## config.mk

```make
export PLATFORM = sky130hd
export DESIGN_NAME = tpe_queue
export DESIGN_NICKNAME = d
export VERILOG_FILES = /design/src/tpe_pkg.sv /design/src/tpe_queue.sv
export SDC_FILE = /design/constraint.sdc
export NUM_CORES = 1
export LEC_CHECK = 0
export ABC_AREA = 1
export BUFFER_PORTS_ARGS = -buffer_cell sky130_fd_sc_hd__buf_2
export CAP_MARGIN = 20
export CORE_MARGIN = 4
export CORE_UTILIZATION = 30
export DETAILED_ROUTE_END_ITERATION = 10
export SLEW_MARGIN = 25
export SYNTH_ARGS = -nofsm -noshare
export SYNTH_HDL_FRONTEND = slang
export SYNTH_SLANG_ARGS = --single-unit
```

## constraint.sdc

```tcl
create_clock -name i_clk -period 3 [get_ports i_clk]
set_clock_uncertainty 0.05 [all_clocks]
set_input_delay 0 -clock i_clk [delete_from_list [all_inputs] [get_ports i_clk]]
set_output_delay 0 -clock i_clk [all_outputs]
set_load 0.03 [all_outputs]
```

## src/tpe_pkg.sv

```systemverilog
// Shared types, constants and the flow-table function of the thermal plant emulator.
`timescale 1ns / 1ps
`default_nettype none
package tpe_pkg;

    // Parameter defaults
    localparam int DELAY_DEPTH_DEF     = 256;
    localparam int FLOW_EXP_MILLI_DEF  = 800;
    localparam int SENSOR_LSB_DEF      = 16;
    localparam int FLOW_TABLE_BITS_DEF = 8;

    // Configuration register indexes
    localparam logic [2:0] CFG_PWM_MIN_SPIN = 3'd0;
    localparam logic [2:0] CFG_FAN_GAIN     = 3'd1;
    localparam logic [2:0] CFG_DIE_GAIN     = 3'd2;
    localparam logic [2:0] CFG_SENSE_GAIN   = 3'd3;
    localparam logic [2:0] CFG_T_AMB        = 3'd4;
    localparam logic [2:0] CFG_RTH_MIN      = 3'd5;
    localparam logic [2:0] CFG_RTH_SPAN     = 3'd6;
    localparam logic [2:0] CFG_DELAY_STEPS  = 3'd7;

    localparam int CFG_DATA_W = 18;
    localparam int LEN_W      = 13;
    localparam int TEMP_W     = 20;
    localparam int MUL_A_W    = 28;
    localparam int MUL_B_W    = 25;
    localparam int MUL_P_W    = MUL_A_W + MUL_B_W;

    localparam logic [9:0]         PWM_FULL  = 10'd1000;
    localparam logic [16:0]        FAN_FULL  = 17'd65536;
    localparam logic signed [19:0] TEMP_RST  = 20'sd6400;
    localparam logic signed [19:0] TEMP_MAXV = 20'sd524287;
    localparam logic signed [19:0] TEMP_MINV = -20'sd524288;
    // floor(2^36 / 1000), used to turn PWM tenths into a Q0.16 command
    localparam logic [26:0]        PWM_RECIP = 27'd68719476;
    localparam int                 PWM_SHIFT = 36;

    // Reset values of the registers
    localparam logic [9:0]         RST_PWM_MIN_SPIN = 10'd200;
    localparam logic [15:0]        RST_FAN_GAIN     = 16'd655;
    localparam logic [15:0]        RST_DIE_GAIN     = 16'd65;
    localparam logic [15:0]        RST_SENSE_GAIN   = 16'd655;
    localparam logic signed [17:0] RST_T_AMB        = 18'sd6400;
    localparam logic [15:0]        RST_RTH_MIN      = 16'd410;
    localparam logic [15:0]        RST_RTH_SPAN     = 16'd4096;
    localparam logic [8:0]         RST_DELAY_STEPS  = 9'd10;

    typedef struct packed {
        logic [9:0]         pwm_min_spin;
        logic [15:0]        fan_gain;
        logic [15:0]        die_gain;
        logic [15:0]        sense_gain;
        logic signed [17:0] t_amb;
        logic [15:0]        rth_min;
        logic [15:0]        rth_span;
        logic [8:0]         delay_steps;
    } t_cfg;

    typedef struct packed {
        logic [16:0] cmd;
        logic [15:0] power;
    } t_item;

    function automatic longint unsigned isqrt64(input longint unsigned v);
        longint unsigned x;
        longint unsigned r;
        longint unsigned b;
        x = v;
        r = 64'd0;
        b = 64'd1 << 62;
        while (b > x) b = b >> 2;
        while (b != 64'd0) begin
            if (x >= r + b) begin
                x = x - (r + b);
                r = (r >> 1) + b;
            end else begin
                r = r >> 1;
            end
            b = b >> 2;
        end
        return r;
    endfunction

    // Entry i of the flow table: 65536 * (1 - (i / 2^tb)^(em / 1000)), integer log and exp.
    function automatic logic [16:0] flow_entry(input int i, input int tb, input int em);
        longint unsigned c [31];
        longint unsigned y;
        longint unsigned frac;
        longint unsigned mag;
        longint unsigned k;
        longint unsigned f;
        longint unsigned r;
        longint          lg;
        int              msb;
        int              j;
        if (i == 0) return 17'd65536;
        c[0] = 64'd0;
        c[1] = isqrt64(64'd1 << 63);
        for (j = 2; j <= 30; j++) c[j] = isqrt64(c[j - 1] << 32);
        msb = 0;
        while ((i >> (msb + 1)) != 0) msb++;
        y = (longint'(i) << 31) >> msb;
        frac = 64'd0;
        for (j = 0; j < 30; j++) begin
            y = (y * y) >> 31;
            frac = frac << 1;
            if (y >= (64'd2 << 31)) begin
                frac = frac | 64'd1;
                y = y >> 1;
            end
        end
        lg = longint'((longint'(msb) << 30) | frac) - (longint'(tb) << 30);
        mag = longint'(-lg) * longint'(em) / 1000;
        k = mag >> 30;
        f = mag & ((64'd1 << 30) - 64'd1);
        r = 64'd1 << 32;
        for (j = 1; j <= 30; j++) begin
            if (((f >> (30 - j)) & 64'd1) != 64'd0) r = (r * c[j]) >> 32;
        end
        r = (k >= 64'd34) ? 64'd0 : (r >> k);
        r = (r + 64'd32768) >> 16;
        if (r > 64'd65536) r = 64'd65536;
        return 17'(64'd65536 - r);
    endfunction

endpackage
`default_nettype wire

```

## src/tpe_queue.sv

```systemverilog
// Two-entry queue between the front end and the plant datapath.
`timescale 1ns / 1ps
`default_nettype none
module tpe_queue (
    input  wire logic           i_clk,
    input  wire logic           i_rst_n,
    input  wire logic           i_push,
    input  tpe_pkg::t_item      i_item,
    output logic                o_full,
    input  wire logic           i_pop,
    output logic                o_valid,
    output tpe_pkg::t_item      o_item
);
    tpe_pkg::t_item r_mem [2];
    logic           r_wp;
    logic           r_rp;
    logic [1:0]     r_cnt;

    assign o_full  = r_cnt == 2'd2;
    assign o_valid = r_cnt != 2'd0;
    assign o_item  = r_mem[r_rp];

    always_ff @(posedge i_clk) begin
        if (!i_rst_n) begin
            r_wp  <= 1'b0;
            r_rp  <= 1'b0;
            r_cnt <= 2'd0;
        end else begin
            if (i_push) r_wp <= ~r_wp;
            if (i_pop)  r_rp <= ~r_rp;
            r_cnt <= r_cnt + 2'(i_push) - 2'(i_pop);
        end
        if (i_push) r_mem[r_wp] <= i_item;
    end

    a_no_overflow: assert property (@(posedge i_clk) disable iff (!i_rst_n)
        !(i_push && o_full))
        else $error("queue written while full");
    a_no_underflow: assert property (@(posedge i_clk) disable iff (!i_rst_n)
        !(i_pop && !o_valid))
        else $error("queue read while empty");
endmodule
`default_nettype wire

```

=== Word-level counts from Yosys, hierarchy flattened ===
Memories as Yosys holds them, arrays and structs flattened. A register that Yosys moved wholly into a read port is not among the register bits.
Index checks and enable logic that the tools add are counted.

* Bits in registers: 4
* RAM bits: 66
* Input port bits: 37
* Output and inout port bits: 35
* Word-level logic and storage cells: 14
* Memories: 1

* Add/sub/neg operators: 2
* Eq/ne operators: 1
* Muxes and demuxes: 4
* Bitwise gates (word level): 2
* Reductions and logical operators: 1

{| class="wikitable"
|+ Memories
! memory !! words !! width !! rd ports !! clocked after Yosys merged registers in !! wr ports !! line !! RTL
|-
| r_mem || 2 || 33 || 1 || 1 || 1 || tpe_queue.sv:14 || <nowiki>tpe_pkg::t_item r_mem [2];</nowiki>
|}

{| class="wikitable"
|+ Operator list
! kind !! number
|-
| 1-bit two-way mux || 4
|-
| 2-bit by 1-bit adder with 2-bit output || 1
|-
| 2-bit == test (second input constant) || 1
|-
| 1-bit NOT || 2
|-
| 2-bit nonzero test || 1
|-
| 2-bit by 1-bit subtractor with 2-bit output || 1
|}

=== Logic depth before layout (Yosys ltp) ===
* Depth in word-level cells: 3
* Gate-level depth with buffers: 9
* Gate-level depth less buffers: 9

=== Least setup slack after synthesis ===
Ideal clock, no wire load.

* Path kind: flip-flop to flip-flop
* Start point: reg r_wp
* End point: mem r_mem[0][0] in the netlist's numbering (enable)
* Library setup time: 0.424 ns
* Arrival: 1.718 ns
* Required time: 2.526 ns
* Path slack: 0.808 ns
* Cell stages (with the launch flop): 2
* Path buffers: 0
* Clock period less this slack: 2.192 ns
* Path through: dfxtp_1 > nor2_1

{| class="wikitable"
|+ RTL lines
! element !! line !! RTL
|-
| from (decl) || tpe_queue.sv:15 || <nowiki>logic r_wp;</nowiki>
|-
| from (signal assigned) || tpe_queue.sv:29 || <nowiki>if (i_push) r_wp <= ~r_wp;</nowiki>
|-
| to (decl) || tpe_queue.sv:14 ||
|}

Straight into the memory's write port.

==> flow_summary.yaml <==
run_status:
  status: "finished clean"
cts:
  root_buffer: "clkbuf_8"
  cts_setup_buffers: 0
  clk_pin_slew_worst_paths_ns: 0.07
  cts_sinks: 71
  cts_resized: 0
  tritoncts: "yes"
  htree_levels: 3
  cts_buffer_depth: 2
  clock_latency_ns: 0.33
  postCtsHoldBufs: 37
  cts_buffers: 9
route:
  vias: 1516
  drt-total-wl_mm: 4.95
  firstDrtPassIters: 3
  drtAntennaViolNets: 0
  drt_iter0_drc: 32
  drcViolationCount: 0
  wl_per_cell_um: 13.5
  avgViaCountPerCell: 4.13
worst_setup_path:
  path_max_fanout: 22
  worstPathBufferInverterCount: 2
  crit_path_cell_trace: "buf_4 > mux2_4 > buf_2"
  cp_slowest_cell: "dfxtp_2"
  critPathCaptureType: "output pin"
  critical_path_arrival_ns: 2.03
  startpoint_type: "flop"
  critical_path_class: "flop to output pin"
  critPathRequiredTime_ns: 2.95
  critPathMaxStageDelay_ns: 0.82
  cp_top_family: "flip-flops"
yosys:
  synth_area_per_cell_um2: 20.3
  syn-cell-area_um2: 2760
  synth_area_leaders: "edfxtp_1 (72%), mux2_4 (16%), dfxtp_1 (3.6%)"
  yosys_warnings: 0
  yosysTopAreaCell: "edfxtp_1"
  ys_types: 12
  yosys.area.top_type_share_pct: 71.7
  synthCells: 136
  syn_nets: 175
  ys_ff_latch: 71
  synth-seq-area-share_pct: 75.4
pwr:
  p_total_mw: 2.48
  power_density_nw_per_um2: 643
  ir_worst_vdd_uv: 239
  leakagePower_nw: 1.58
floorplan:
  die_w_um: 104
  start_util_pct: 31.2
  core-area_um2: 8850
  die_y_um: 104
  num_rows: 34
  ios: 72
  fp.dieArea_um2: 10800
timing:
  period_minus_slack_ns: 2.08
  fmax_mhz: 482
  rsz0062_at_grt: "false"
  min_period_over_period_pct: 69.2
  hold_violations: 0
  tightest_slew_ns: 0.743
  slew_headroom_pct: 50.4
  timing.hold.ws_ns: 0.334
  slew_violations: 0
  finalSetupViolations: 0
  setup_tns_ns: 0
  setup_ws_ns: 0.923
place:
  dp_slack_ns: 1.23
  dp_hpwl_mm: 3.23
  io_buffers: 71
  place_area_um2: 3210
  placed_cells: 313
  place.gp.congestion: 0.630
worst_hold_path:
  hp-class: "input port to flop"
final_layout:
  layout.cells.non_filler: 367
  layout.nets: 293
  layout_common_cells: "buf_2 (71), edfxtp_1 (66), dlygate4sd3_1 (37), mux2_4 (30)"
  postLayoutCellArea_um2: 3860
  final_util_pct: 43.7
  fillers: 818
  antenna_cells: 0
  syn_to_final_growth_pct: 39.9
  drive_gt1_share_pct: 47.5
  final_common_cell: "buf_2"
global_route:
  grt-ovfl-total: 0
  grt_max_degree: 34
  grt_pass1_vias: 1669
  grt_pass1_wl_mm: 8.25
  antenna_found_initial: 0
  track_usage_pct: 10.0
job:
  maxCapViolations: 0
## worst register-to-register path, cell delays in order, from the launching register on
cell           delay, ns
dfxtp_1             0.33
inv_1               0.06
ha_1                0.27
inv_1               0.04
ha_1                0.26
nand2_1             0.07
dlygate4sd3_1       0.55
inv_1               0.04
## final timing paths
check / start / end / slack, ns / cells after the start
worst min register to register: r_rp / flop / 0.44 / 2
worst max register to register: r_cnt[0] / r_cnt[0] / 1.25 / 7
worst max-delay path: flop / o_item[31] / 0.92 / 3
worst min-delay path: i_item[18] / r_mem[1][18] / 0.33 / 2
## power by group
| group | total, mW | switching (mW) | internal [mW] |
|---|---|---|---|
| sequential | 1.17 | 0.0261 | 1.14 |
| combinational | 0.345 | 0.186 | 0.158 |
| clock | 0.970 | 0.335 | 0.636 |
## area by class of cell
| class | instances | area [um^2] | area share [%] |
|---|---|---|---|
| Sequential cell | 71 | 2080 | 53.9 |
| Timing Repair Buffer | 111 | 768 | 19.9 |
| Multi-Input combinational cell | 54 | 591 | 15.3 |
| Tap cell | 108 | 135 | 3.50 |
| Clock inverter | 6 | 133 | 3.43 |
| Clock buffer | 10 | 128 | 3.30 |
| Inverter | 7 | 26.3 | 0.680 |
## cell families (layout without fill, tap and decap cells)
kind of cell,Yosys count,in the layout,synth area share [%]
adder cells (fa/ha/maj),2,2,0.906
multiplexers,33,33,17.5
AO/OA/AOI/OAI,1,1,0.181
buffers and inverters,11,134,3.53
flip-flops,71,71,75.4
AND/OR/NAND/NOR,18,18,2.49
## metal layers
layer	GRT usage [%]	up-vias	wire length [um]
li1	-	743	-
met1	10.3	721	1950
met2	18.0	49	2660
met3	4.41	3	306
met4	3.70	0	31
met5	0	-	0
## registers in the layout, indices dropped and copies added, names as in the netlist, named ones only
register  count
r_rp          1
r_mem        66
r_cnt         2
r_wp          1
## synthesized netlist by cell type
library cell / instances
edfxtp_1: 66
mux2_4: 30
nand2_1: 9
nor2_1: 8
inv_1: 7
dfxtp_1: 5
buf_12: 3
mux2_2: 3
ha_1: 2
a21oi_1: 1
buf_6: 1
nand3_1: 1
Power figures use the tool's default switching activity.
