===== config.mk =====
export PLATFORM = sky130hd
export DESIGN_NAME = tpe_front
export DESIGN_NICKNAME = d
export VERILOG_FILES = /design/src/tpe_pkg.sv /design/src/tpe_front.sv
export SDC_FILE = /design/constraint.sdc
export NUM_CORES = 1
export LEC_CHECK = 0
export BUFFER_PORTS_ARGS = -buffer_cell sky130_fd_sc_hd__clkbuf_2
export CORE_MARGIN = 1
export CORE_UTILIZATION = 45
export CTS_BUF_LIST = sky130_fd_sc_hd__clkbuf_16
export CTS_CLUSTER_DIAMETER = 50
export DETAILED_ROUTE_END_ITERATION = 10
export HOLD_SLACK_MARGIN = 0.15
export PLACE_DENSITY = 0.65
export SLEW_MARGIN = 20
export SYNTH_ARGS = -nofsm -noshare
export SYNTH_HDL_FRONTEND = slang
export SYNTH_SLANG_ARGS = --single-unit

===== constraint.sdc =====
create_clock -name i_clk -period 23.2 [get_ports i_clk]
set_input_delay 2.32 -clock i_clk [delete_from_list [all_inputs] [get_ports i_clk]]
set_output_delay 2.32 -clock i_clk [all_outputs]
set_load 0.005 [all_outputs]

===== src/tpe_pkg.sv =====
// Shared types, constants and the flow-table function of the thermal plant emulator.
`timescale 1ns / 1ps
`default_nettype none
package tpe_pkg;

    // Parameter defaults
    localparam int DELAY_DEPTH_DEF     = 256;
    localparam int FLOW_EXP_MILLI_DEF  = 800;
    localparam int SENSOR_LSB_DEF      = 16;
    localparam int FLOW_TABLE_BITS_DEF = 8;

    // Configuration register indexes
    localparam logic [2:0] CFG_PWM_MIN_SPIN = 3'd0;
    localparam logic [2:0] CFG_FAN_GAIN     = 3'd1;
    localparam logic [2:0] CFG_DIE_GAIN     = 3'd2;
    localparam logic [2:0] CFG_SENSE_GAIN   = 3'd3;
    localparam logic [2:0] CFG_T_AMB        = 3'd4;
    localparam logic [2:0] CFG_RTH_MIN      = 3'd5;
    localparam logic [2:0] CFG_RTH_SPAN     = 3'd6;
    localparam logic [2:0] CFG_DELAY_STEPS  = 3'd7;

    localparam int CFG_DATA_W = 18;
    localparam int LEN_W      = 13;
    localparam int TEMP_W     = 20;
    localparam int MUL_A_W    = 28;
    localparam int MUL_B_W    = 25;
    localparam int MUL_P_W    = MUL_A_W + MUL_B_W;

    localparam logic [9:0]         PWM_FULL  = 10'd1000;
    localparam logic [16:0]        FAN_FULL  = 17'd65536;
    localparam logic signed [19:0] TEMP_RST  = 20'sd6400;
    localparam logic signed [19:0] TEMP_MAXV = 20'sd524287;
    localparam logic signed [19:0] TEMP_MINV = -20'sd524288;
    // floor(2^36 / 1000), used to turn PWM tenths into a Q0.16 command
    localparam logic [26:0]        PWM_RECIP = 27'd68719476;
    localparam int                 PWM_SHIFT = 36;

    // Reset values of the registers
    localparam logic [9:0]         RST_PWM_MIN_SPIN = 10'd200;
    localparam logic [15:0]        RST_FAN_GAIN     = 16'd655;
    localparam logic [15:0]        RST_DIE_GAIN     = 16'd65;
    localparam logic [15:0]        RST_SENSE_GAIN   = 16'd655;
    localparam logic signed [17:0] RST_T_AMB        = 18'sd6400;
    localparam logic [15:0]        RST_RTH_MIN      = 16'd410;
    localparam logic [15:0]        RST_RTH_SPAN     = 16'd4096;
    localparam logic [8:0]         RST_DELAY_STEPS  = 9'd10;

    typedef struct packed {
        logic [9:0]         pwm_min_spin;
        logic [15:0]        fan_gain;
        logic [15:0]        die_gain;
        logic [15:0]        sense_gain;
        logic signed [17:0] t_amb;
        logic [15:0]        rth_min;
        logic [15:0]        rth_span;
        logic [8:0]         delay_steps;
    } t_cfg;

    typedef struct packed {
        logic [16:0] cmd;
        logic [15:0] power;
    } t_item;

    function automatic longint unsigned isqrt64(input longint unsigned v);
        longint unsigned x;
        longint unsigned r;
        longint unsigned b;
        x = v;
        r = 64'd0;
        b = 64'd1 << 62;
        while (b > x) b = b >> 2;
        while (b != 64'd0) begin
            if (x >= r + b) begin
                x = x - (r + b);
                r = (r >> 1) + b;
            end else begin
                r = r >> 1;
            end
            b = b >> 2;
        end
        return r;
    endfunction

    // Entry i of the flow table: 65536 * (1 - (i / 2^tb)^(em / 1000)), integer log and exp.
    function automatic logic [16:0] flow_entry(input int i, input int tb, input int em);
        longint unsigned c [31];
        longint unsigned y;
        longint unsigned frac;
        longint unsigned mag;
        longint unsigned k;
        longint unsigned f;
        longint unsigned r;
        longint          lg;
        int              msb;
        int              j;
        if (i == 0) return 17'd65536;
        c[0] = 64'd0;
        c[1] = isqrt64(64'd1 << 63);
        for (j = 2; j <= 30; j++) c[j] = isqrt64(c[j - 1] << 32);
        msb = 0;
        while ((i >> (msb + 1)) != 0) msb++;
        y = (longint'(i) << 31) >> msb;
        frac = 64'd0;
        for (j = 0; j < 30; j++) begin
            y = (y * y) >> 31;
            frac = frac << 1;
            if (y >= (64'd2 << 31)) begin
                frac = frac | 64'd1;
                y = y >> 1;
            end
        end
        lg = longint'((longint'(msb) << 30) | frac) - (longint'(tb) << 30);
        mag = longint'(-lg) * longint'(em) / 1000;
        k = mag >> 30;
        f = mag & ((64'd1 << 30) - 64'd1);
        r = 64'd1 << 32;
        for (j = 1; j <= 30; j++) begin
            if (((f >> (30 - j)) & 64'd1) != 64'd0) r = (r * c[j]) >> 32;
        end
        r = (k >= 64'd34) ? 64'd0 : (r >> k);
        r = (r + 64'd32768) >> 16;
        if (r > 64'd65536) r = 64'd65536;
        return 17'(64'd65536 - r);
    endfunction

endpackage
`default_nettype wire


===== src/tpe_front.sv =====
// Front end: accepts ticks, clamps PWM and turns it into a Q0.16 fan command.
`timescale 1ns / 1ps
`default_nettype none
module tpe_front (
    input  wire logic          i_clk,
    input  wire logic          i_rst_n,
    input  wire logic          i_enable,
    input  wire logic          i_valid,
    output logic               o_ready,
    input  wire logic [9:0]    i_pwm,
    input  wire logic [15:0]   i_power,
    input  wire logic [9:0]    i_min_spin,
    input  wire logic          i_q_full,
    output logic               o_q_push,
    output tpe_pkg::t_item     o_q_item
);
    typedef enum logic [1:0] {ST_IDLE, ST_MUL, ST_FIX, ST_PUSH} t_state;

    t_state       r_state, n_state;
    logic [9:0]   r_pwm, n_pwm;
    logic         r_zero, n_zero;
    logic [15:0]  r_power, n_power;
    logic [16:0]  r_q0, n_q0;
    logic [16:0]  r_cmd, n_cmd;

    logic [9:0]   w_pwm_clamp;
    logic [25:0]  w_x;
    logic [52:0]  w_prod;
    logic [26:0]  w_p;
    logic [26:0]  w_rem;
    logic         w_accept;

    assign o_ready  = (r_state == ST_IDLE) && i_enable;
    assign w_accept = i_valid && o_ready;
    assign w_pwm_clamp = (i_pwm > tpe_pkg::PWM_FULL) ? tpe_pkg::PWM_FULL : i_pwm;
    // x = pwm * 65536 + 500, so that x / 1000 rounds the command to nearest
    assign w_x    = {r_pwm, 16'd0} + 26'd500;
    assign w_prod = 53'(w_x) * 53'(tpe_pkg::PWM_RECIP);
    assign w_p    = 27'(r_q0) * 27'd1000;
    assign w_rem  = 27'(w_x) - w_p;

    assign o_q_push       = (r_state == ST_PUSH) && !i_q_full;
    assign o_q_item.cmd   = r_cmd;
    assign o_q_item.power = r_power;

    always_comb begin
        n_state = r_state;
        n_pwm   = r_pwm;
        n_zero  = r_zero;
        n_power = r_power;
        n_q0    = r_q0;
        n_cmd   = r_cmd;
        unique case (r_state)
            ST_IDLE: begin
                if (w_accept) begin
                    n_pwm   = w_pwm_clamp;
                    n_zero  = w_pwm_clamp < i_min_spin;
                    n_power = i_power;
                    n_state = ST_MUL;
                end
            end
            ST_MUL: begin
                n_q0    = w_prod[52:tpe_pkg::PWM_SHIFT];
                n_state = ST_FIX;
            end
            ST_FIX: begin
                // The reciprocal estimate is at most one short of the quotient.
                if (r_zero) begin
                    n_cmd = 17'd0;
                end else if (w_rem >= 27'd1000) begin
                    n_cmd = r_q0 + 17'd1;
                end else begin
                    n_cmd = r_q0;
                end
                n_state = ST_PUSH;
            end
            ST_PUSH: begin
                if (!i_q_full) n_state = ST_IDLE;
            end
        endcase
    end

    always_ff @(posedge i_clk) begin
        if (!i_rst_n) begin
            r_state <= ST_IDLE;
        end else begin
            r_state <= n_state;
        end
        r_pwm   <= n_pwm;
        r_zero  <= n_zero;
        r_power <= n_power;
        r_q0    <= n_q0;
        r_cmd   <= n_cmd;
    end
endmodule
`default_nettype wire


Word level (Yosys, flattened, before mapping)

Index checks and enable logic that the tools add are counted.
Widths: inputs -> output; s select.

Memory bits (writable): 0
Memories: 0
Bits of input ports: 41
Output and inout bits: 35
Latch bits: 0
Register bits after elaboration: 63
Bits in read-only memories: 0

Bitwise logic cells: 0
Divide/modulo/power cells: 0
Multipliers: 2
Equality and inequality tests: 5
Muxes and demuxes: 5
Reductions and logical operators: 7
$add $sub $neg: 3
$lt $le $gt $ge: 3
Shift-type cells: 0

Operators with widths:

| cell                   | number |
|---|---|
| $mul 26x25->51 const B | 1 |
| $ge 27x10->1 const B   | 1 |
| $sub 26x27->27         | 1 |
| $add 26x9->26 const B  | 1 |
| $mul 17x7->24 const B  | 1 |
| $add 17x1->17 const B  | 1 |
| $mux 17                | 1 |
| $gt 10x10->1 const B   | 1 |
| $lt 10x10->1           | 1 |
| $mux 10                | 1 |
| $pmux 2 s4             | 1 |
| $eq 2x2->1 const B     | 2 |
| $mux 2                 | 2 |
| $ne 2x2->1 const B     | 2 |
| $reduce_and 2->1       | 2 |
| $logic_and 1x1->1      | 3 |
| $eq 2x1->1 const B     | 1 |
| $logic_not 2->1        | 1 |
| $logic_not 1->1        | 1 |

Longest topological paths before layout

Gate-level depths: netlist (run 1).

Depth in word-level cells: 5
Depth in mapped cells: 33
Depth with buffers taken out: 30

Worst setup path after synthesis (run 1)

No wires, ideal clock.

Path kind: register to register
Start: reg r_q0[0]
End: reg r_cmd[9], data pin
Arrival: 7.482 ns
Required time: 22.938 ns
Setup slack: 15.456 ns
Cell stages (with the launch flop): 31
Clock period less this slack: 7.744 ns
Path buffers: 2
Library setup time: 0.262 ns
Cell sequence: edfxtp_1 -> fa_1 -> inv_1 -> fa_1 -> fa_1 -> fa_1 -> inv_1 -> ha_1 -> a21o_2 -> a221oi_2 -> o21ai_0 -> a21oi_1 -> o21bai_1 -> a21oi_1 -> o21ai_0 -> a2111oi_0 -> nor2_1 -> xnor2_1 -> ha_1 -> clkbuf_1 -> inv_1 -> nor2_1 -> o32ai_1 -> nor4_1 -> o2111ai_1 -> or4_1 -> or3_1 -> nor4_2 -> buf_4 -> nor3_1 -> mux2_1

Longest elaborated chain between the ends: 4
Elaborated cells on any way between the ends: 5
Those cells by class: add/sub (2); mul (1); order compare (1); mux (1)

RTL lines:

| item                   | RTL line        | text |
|---|---|---|
| from (decl)            | tpe_front.sv:23 | `logic [16:0] r_q0, n_q0;` |
| from (signal assigned) | tpe_front.sv:92 | `r_q0 <= n_q0;` |
| $mul 17x7->24          | tpe_front.sv:39 | `assign w_p = 27'(r_q0) * 27'd1000;` |
| $sub 26x27->27         | tpe_front.sv:40 | `assign w_rem = 27'(w_x) - w_p;` |
| $ge 27x10->1           | tpe_front.sv:70 | `end else if (w_rem >= 27'd1000) begin` |
| $mux 17 *              | tpe_front.sv:70 |  |
| to (signal assigned)   | tpe_front.sv:93 | `r_cmd <= n_cmd;` |
| to (decl)              | tpe_front.sv:24 | `logic [16:0] r_cmd, n_cmd;` |

Mark *: on every way between the ends. The rest lies on a longest branch, timed or not.
A chain may end at the register's enable or synchronous reset.

Final worst setup path (run 1)

Same ends and word-level chain as after synthesis.

==> results of run 1 <==
==> cell type report <==
type	count	area [um^2]
fillers	2147	11300
multi-input cells	739	7790
flip-flops and latches	63	1870
inverters	234	878
well taps	313	392
repair buffers	76	383
clock buffers	9	225
clock inverters	7	40.0
==> cell families after synthesis <==
logic type               Yosys count  share of synthesized area
buffers and inverters            247                     0.0889
flip-flops                        63                      0.177
AND/OR/NAND/NOR                  174                     0.0874
adder cells (fa/ha/maj)          354                      0.504
XOR/XNOR                          39                     0.0322
multiplexers                       9                    0.00886
AO/OA/AOI/OAI                    163                      0.101
==> worst paths after layout <==
check,end
worst max-delay path,r_cmd[9]
worst min-delay path,r_state[1]
worst max register to register,r_cmd[9]
worst min register to register,r_state[1]
==> flip-flops by register name, summed over array words and instances, names as in the netlist <==
register  count
r_pwm        10
r_state       2
r_cmd        17
r_power      16
r_q0         17
r_zero        1
==> critical path, delay by kind of cell, from the launching register on <==
family | cells | cell delay (ns)
AO/OA/AOI/OAI | 10 | 2.28
flip-flops | 1 | 0.56
multiplexers | 1 | 0.31
adder cells (fa/ha/maj) | 6 | 2.80
buffers and inverters | 4 | 0.60
XOR/XNOR | 1 | 0.16
AND/OR/NAND/NOR | 7 | 1.57
==> per-layer routing <==
layer,up-vias,global-route usage,part of all wire
met5,-,0,0
li1,3698,-,-
met3,18,0.0262,0.038
met2,146,0.332,0.47
met1,3587,0.266,0.47
met4,0,0.0579,0.017
==> through the flow <==
step | hold WS [ns] | setup slack [ns] | utilization | area [um^2] | instances
5_1_grt | 0.606 | 14.07 | 0.507 | 11600 | 1441
3_3_place_gp | 0.550 | 14.97 | 0.495 | 11300 | 1425
4_1_cts | 0.570 | 14.69 | 0.507 | 11600 | 1441
2_1_floorplan | 0.527 | 15.46 | - | 10600 | 1049
3_5_place_dp | 0.559 | 14.73 | 0.495 | 11300 | 1425
6_report | 0.568 | 14.63 | 0.507 | 11600 | 1441
==> placed cells by master (no fill, tap or decap), types with 5 or more instances in the layout <==
master     instances
fa_1             122
o21a_1             9
xor2_1            10
a31oi_1            5
nand3_1           11
nor4_1             5
a21oi_1           45
mux2i_1            6
and2_1             8
a211oi_1           5
and3_1             6
nand4_1           11
nor3_1            10
ha_1             232
inv_1            235
o221ai_1           5
a21o_1            11
or3_1             15
clkbuf_16          9
nor2b_1           12
o31ai_1            8
nand2b_1          14
nand2_1           22
xnor2_1           29
o21ai_0           29
edfxtp_1          61
o21bai_1           6
clkbuf_2          75
nor2_1            45
==> results.sh, run 1 <==
export IMPL_totalWireLength_mm=21.9
export IMPL_start_kind="register"
export IMPL_io_buffers=75
export IMPL_finalHoldViolCount=0
export IMPL_max_freq_ghz=0.117
export IMPL_cp_end_kind="register"
export IMPL_wl_per_cell_um=15.2
export IMPL_cts_buffer_depth=2
export IMPL_post_cts_resized=0
export IMPL_critical_path_class="register to register"
export IMPL_critical_path_max_stage_delay_ns=0.63
export IMPL_synthToLayoutAreaGrowth_pct=9.31
export IMPL_ant_nets=0
export IMPL_via_per_inst=5.17
export IMPL_post_route_cells_drive_above_1_share=0.0931
export IMPL_fin_crit_sh=0.369
export IMPL_cts_tree="done"
export IMPL_core_area_um2=22800
export IMPL_r2r_start="r_q0[0]"
export IMPL_grt_pass1_vias=7893
export IMPL_cp_required_ns=23.28
export IMPL_die_h_um=155
export IMPL_drtIter0Drc=314
export IMPL_yosysTopAreaCell="ha_1"
export IMPL_hold_path_class="register to register"
export IMPL_nets=1518
export IMPL_synth_top_cell_area_share=0.274
export IMPL_grt_max_degree=31
export IMPL_die_x_um=155
export IMPL_totalNegativeSetupSlack_ns=0
export IMPL_antenna_found_initial=0
export IMPL_min_period_ns=8.57
export IMPL_die_area_um2=24200
export IMPL_synth_cells=1049
export IMPL_ioPinCount=76
export IMPL_num_vias=7449
export IMPL_ys_seq_area_frac=0.177
export IMPL_synth_most_common_cell="inv_1"
export IMPL_gp_congestion=0.903
export IMPL_timing_critical_path_from="r_q0[0]"
export IMPL_worst_pin_slew_ns=0.868
export IMPL_synth_area_leaders="ha_1 (27%), fa_1 (23%), edfxtp_1 (17%)"
export IMPL_syn_cell_area_um2=10600
export IMPL_ys_async_sr_fraction=0
export IMPL_grt_use_total=0.198
export IMPL_fp_row_count=55
export IMPL_clock_latency_ns=0.34
export IMPL_arrival_ns=8.65
export IMPL_setup_viol=0
export IMPL_cts_buffers=9
export IMPL_synth_edff_count=61
export IMPL_drv_slew=0
export IMPL_hp_start="r_state[1]"
export IMPL_synth_main_ff_cell="edfxtp_1"
export IMPL_drc_errors=0
export IMPL_synth_cell_types=64
export IMPL_r2r_slack_ns=14.63
export IMPL_rsz0062_at_grt="false"
export IMPL_maxCapViolCount=0
export IMPL_diodes=0
export IMPL_worst_r2r_path_depth=29
export IMPL_critical_path_peak_fanout=30
export IMPL_start_util=0.464
export IMPL_post_dp_hpwl_mm=18.7
export IMPL_post_cts_buffers=0
export IMPL_hold_buffers=0
export IMPL_cts_root_buffer_cell="clkbuf_16"
export IMPL_cts_htree_levels=3
export IMPL_ys_ff_latch=63
export IMPL_synthTopCellsByCount="inv_1 (234), ha_1 (232), fa_1 (122)"
export IMPL_crit_slowest_cell="a2111oi_0"
export IMPL_syn_nets=1444
export IMPL_grt_pass1_wl_mm=37.5
export IMPL_clock_skew_ns=0.0111
export IMPL_cts_sinks=63
export IMPL_cts_clk_slew_worst_paths_ns=0.06
export IMPL_slew_headroom=0.421
export IMPL_syn_area_per_cell_um2=10.1
export IMPL_grt_overflow=0
export IMPL_hold_depth=2
export IMPL_first_pass_iters=5
export IMPL_status="finished, final reports clean"
export IMPL_yosysWarnings=0
Power of run 1 is left out: the tool's default activity adds up to more than one toggle a clock period on the data nets, which glitch-free logic cannot reach.
==> run 2: changes to the inputs <==
ABC_AREA = 1   (was default)
clock period = 8.2 ns   (was 23.2 ns; I/O delays follow)
==> run 2 against run 1 <==
Against the previous run:
- first-iteration DRC count rose by 47%
- non-clock buffer count is 1 higher
- final cell count up 22%
- via count grew 18%
- maximum frequency increased by 20%
- flip-flop and latch count unchanged
- sequential share of layout area fell by 1.2 points
- clock skew is 0.0021 ns lower
- critical path type unchanged
- critical endpoint is now r_cmd[10]
==> results.sh, run 2 <==
export IMPL_die_x_um=162
export IMPL_post_route_cells_drive_above_1_share=0.0976
export IMPL_yosysTopAreaCell="ha_1"
export IMPL_grt_overflow=0
export IMPL_ys_ff_latch=63
export IMPL_synth_main_ff_cell="edfxtp_1"
export IMPL_hold_path_class="register to register"
export IMPL_clock_skew_ns=0.00900
export IMPL_grt_use_total=0.203
export IMPL_utilization=0.497
export IMPL_die_area_um2=26100
export IMPL_worst_pin_slew_ns=0.889
export IMPL_totalWireLength_mm=25.3
export IMPL_status="finished, final reports clean"
export IMPL_post_cts_buffers=0
export IMPL_synthToLayoutAreaGrowth_pct=8.81
export IMPL_post_dp_hpwl_mm=21.6
export IMPL_drtIter0Drc=461
export IMPL_diodes=0
export IMPL_nets=1814
export IMPL_critical_path_peak_fanout=32
export IMPL_min_period_ns=7.13
export IMPL_totalNegativeSetupSlack_ns=0
export IMPL_clock_latency_ns=0.33
export IMPL_synth_most_common_cell="inv_1"
export IMPL_post_cts_resized=0
export IMPL_crit_slowest_cell="fa_1"
export IMPL_synth_area_leaders="ha_1 (25%), fa_1 (21%), edfxtp_1 (16%)"
export IMPL_ys_seq_area_frac=0.163
export IMPL_grt_max_degree=33
export IMPL_critical_path_max_stage_delay_ns=0.54
export IMPL_cts_tree="done"
export IMPL_synth_cells=1342
export IMPL_num_vias=8789
export IMPL_cts_htree_levels=3
export IMPL_ioPinCount=76
export IMPL_grt_pass1_vias=8986
export IMPL_hold_buffers=0
export IMPL_antenna_found_initial=0
export IMPL_worst_r2r_path_depth=34
export IMPL_start_kind="register"
export IMPL_ys_async_sr_fraction=0
export IMPL_cp_required_ns=8.28
export IMPL_multi_input_area_um2=8360
export IMPL_r2r_slack_ns=1.07
export IMPL_finalHoldViolCount=0
export IMPL_post_place_ws_ns=1.11
export IMPL_layout_commonest_cell="inv_1"
export IMPL_crit_top_cell="nand2_1"
export IMPL_grt_pass1_wl_mm=42.1
export IMPL_cp_end_kind="register"
export IMPL_synth_cell_types=42
export IMPL_synthTopCellsByCount="inv_1 (304), ha_1 (232), nand2_1 (211)"
export IMPL_fin_crit_sh=0.869
export IMPL_r2r_start="r_q0[5]"
export IMPL_hold_depth=2
export IMPL_hp_start="r_state[1]"
export IMPL_io_buffers=75
export IMPL_drv_slew=0
export IMPL_yosysWarnings=0
export IMPL_start_util=0.456
export IMPL_maxCapViolCount=0
export IMPL_reg_top3="r_cmd (17), r_q0 (17), r_power (16)"
export IMPL_final_cell_mix="inv_1 (304), ha_1 (232), nand2_1 (211)"
export IMPL_syn_cell_area_um2=11500
export IMPL_cts_root_buffer_cell="clkbuf_16"
export IMPL_cts_buffers=9
export IMPL_core_area_um2=25100
export IMPL_critical_path_class="register to register"
export IMPL_first_pass_iters=5
export IMPL_syn_nets=1737
export IMPL_rsz0062_at_grt="false"
export IMPL_slew_headroom=0.407
export IMPL_synth_top_cell_area_share=0.253
export IMPL_fp_row_count=58
export IMPL_register_area_um2=1870
export IMPL_final_setup_worst_slack_ns=1.07
export IMPL_min_to="r_state[1]"
export IMPL_via_per_inst=5.01
export IMPL_cts_buffer_depth=2
export IMPL_nFillCells=2442
export IMPL_drc_errors=0
export IMPL_arrival_ns=7.21
export IMPL_syn_area_per_cell_um2=8.54
export IMPL_max_freq_ghz=0.140
export IMPL_synth_edff_count=61
export IMPL_setup_viol=0
export IMPL_gp_congestion=0.890
export IMPL_cts_sinks=63
export IMPL_ant_nets=0
export IMPL_reg2reg_to="r_cmd[10]"
export IMPL_timing_critical_path_from="r_q0[5]"
export IMPL_die_h_um=162
export IMPL_wl_per_cell_um=14.4
export IMPL_cts_clk_slew_worst_paths_ns=0.06
run 2: kinds of logic (layout without fill, tap and decap cells):
kind of cell               after synthesis  in the layout  synth area share
AOI/OAI and AO/OA                      155            155            0.0753
xor gates and xnor gates                32             32            0.0251
buffers and inverters                  320            402             0.107
adders and majority gates              354            354             0.466
and+or+nand+nor                        418            418             0.163
DFF                                     63             63             0.163
run 2: critical path, delay by kind of cell (launching register included):
family / cells / cell delay (ns)
compound gates: 9 / 1.62
buf+inv: 3 / 0.38
flops: 1 / 0.49
xor+xnor: 1 / 0.13
simple gates: 15 / 1.51
fa+ha+maj: 6 / 2.74
run 2: worst max path at each step:
stage / cells past startpoint / to / slack (ns)
2_1_floorplan: 35 / r_cmd[14] / 2.06
3_3_place_gp: 34 / r_cmd[16] / 1.11
3_5_place_dp: 34 / r_cmd[4] / 1.11
4_1_cts: 34 / r_cmd[4] / 1.08
5_1_grt: 34 / r_cmd[9] / 0.34
6_report: 34 / r_cmd[10] / 1.07
run 2: per-layer routing:
layer | track usage | part of all wire | vias up
li1 | - | - | 4459
met2 | 0.371 | 0.50 | 179
met1 | 0.255 | 0.45 | 4123
met3 | 0.0272 | 0.038 | 28
met4 | 0.0386 | 0.014 | 0
met5 | 0 | 0 | -
run 2: area by class of cell:
cell class                 instances  area share
clock buffer                       9      0.0181
clock inverter                     7     0.00381
inverter                         309      0.0930
multi-input combinational        959       0.671
sequential                        63       0.150
tap                              330      0.0331
timing repair buffer              77      0.0313
run 2: through the flow:
step                      cells  hold WS [ns]  instance area (um^2)
final                      1754         0.540                 12500
after global routing       1754         0.576                 12500
after CTS                  1754         0.547                 12500
after detailed placement   1738         0.538                 12200
after global placement     1738         0.520                 12200
after floorplan            1342         0.490                 11500
Power of run 2 is left out for the same reason.
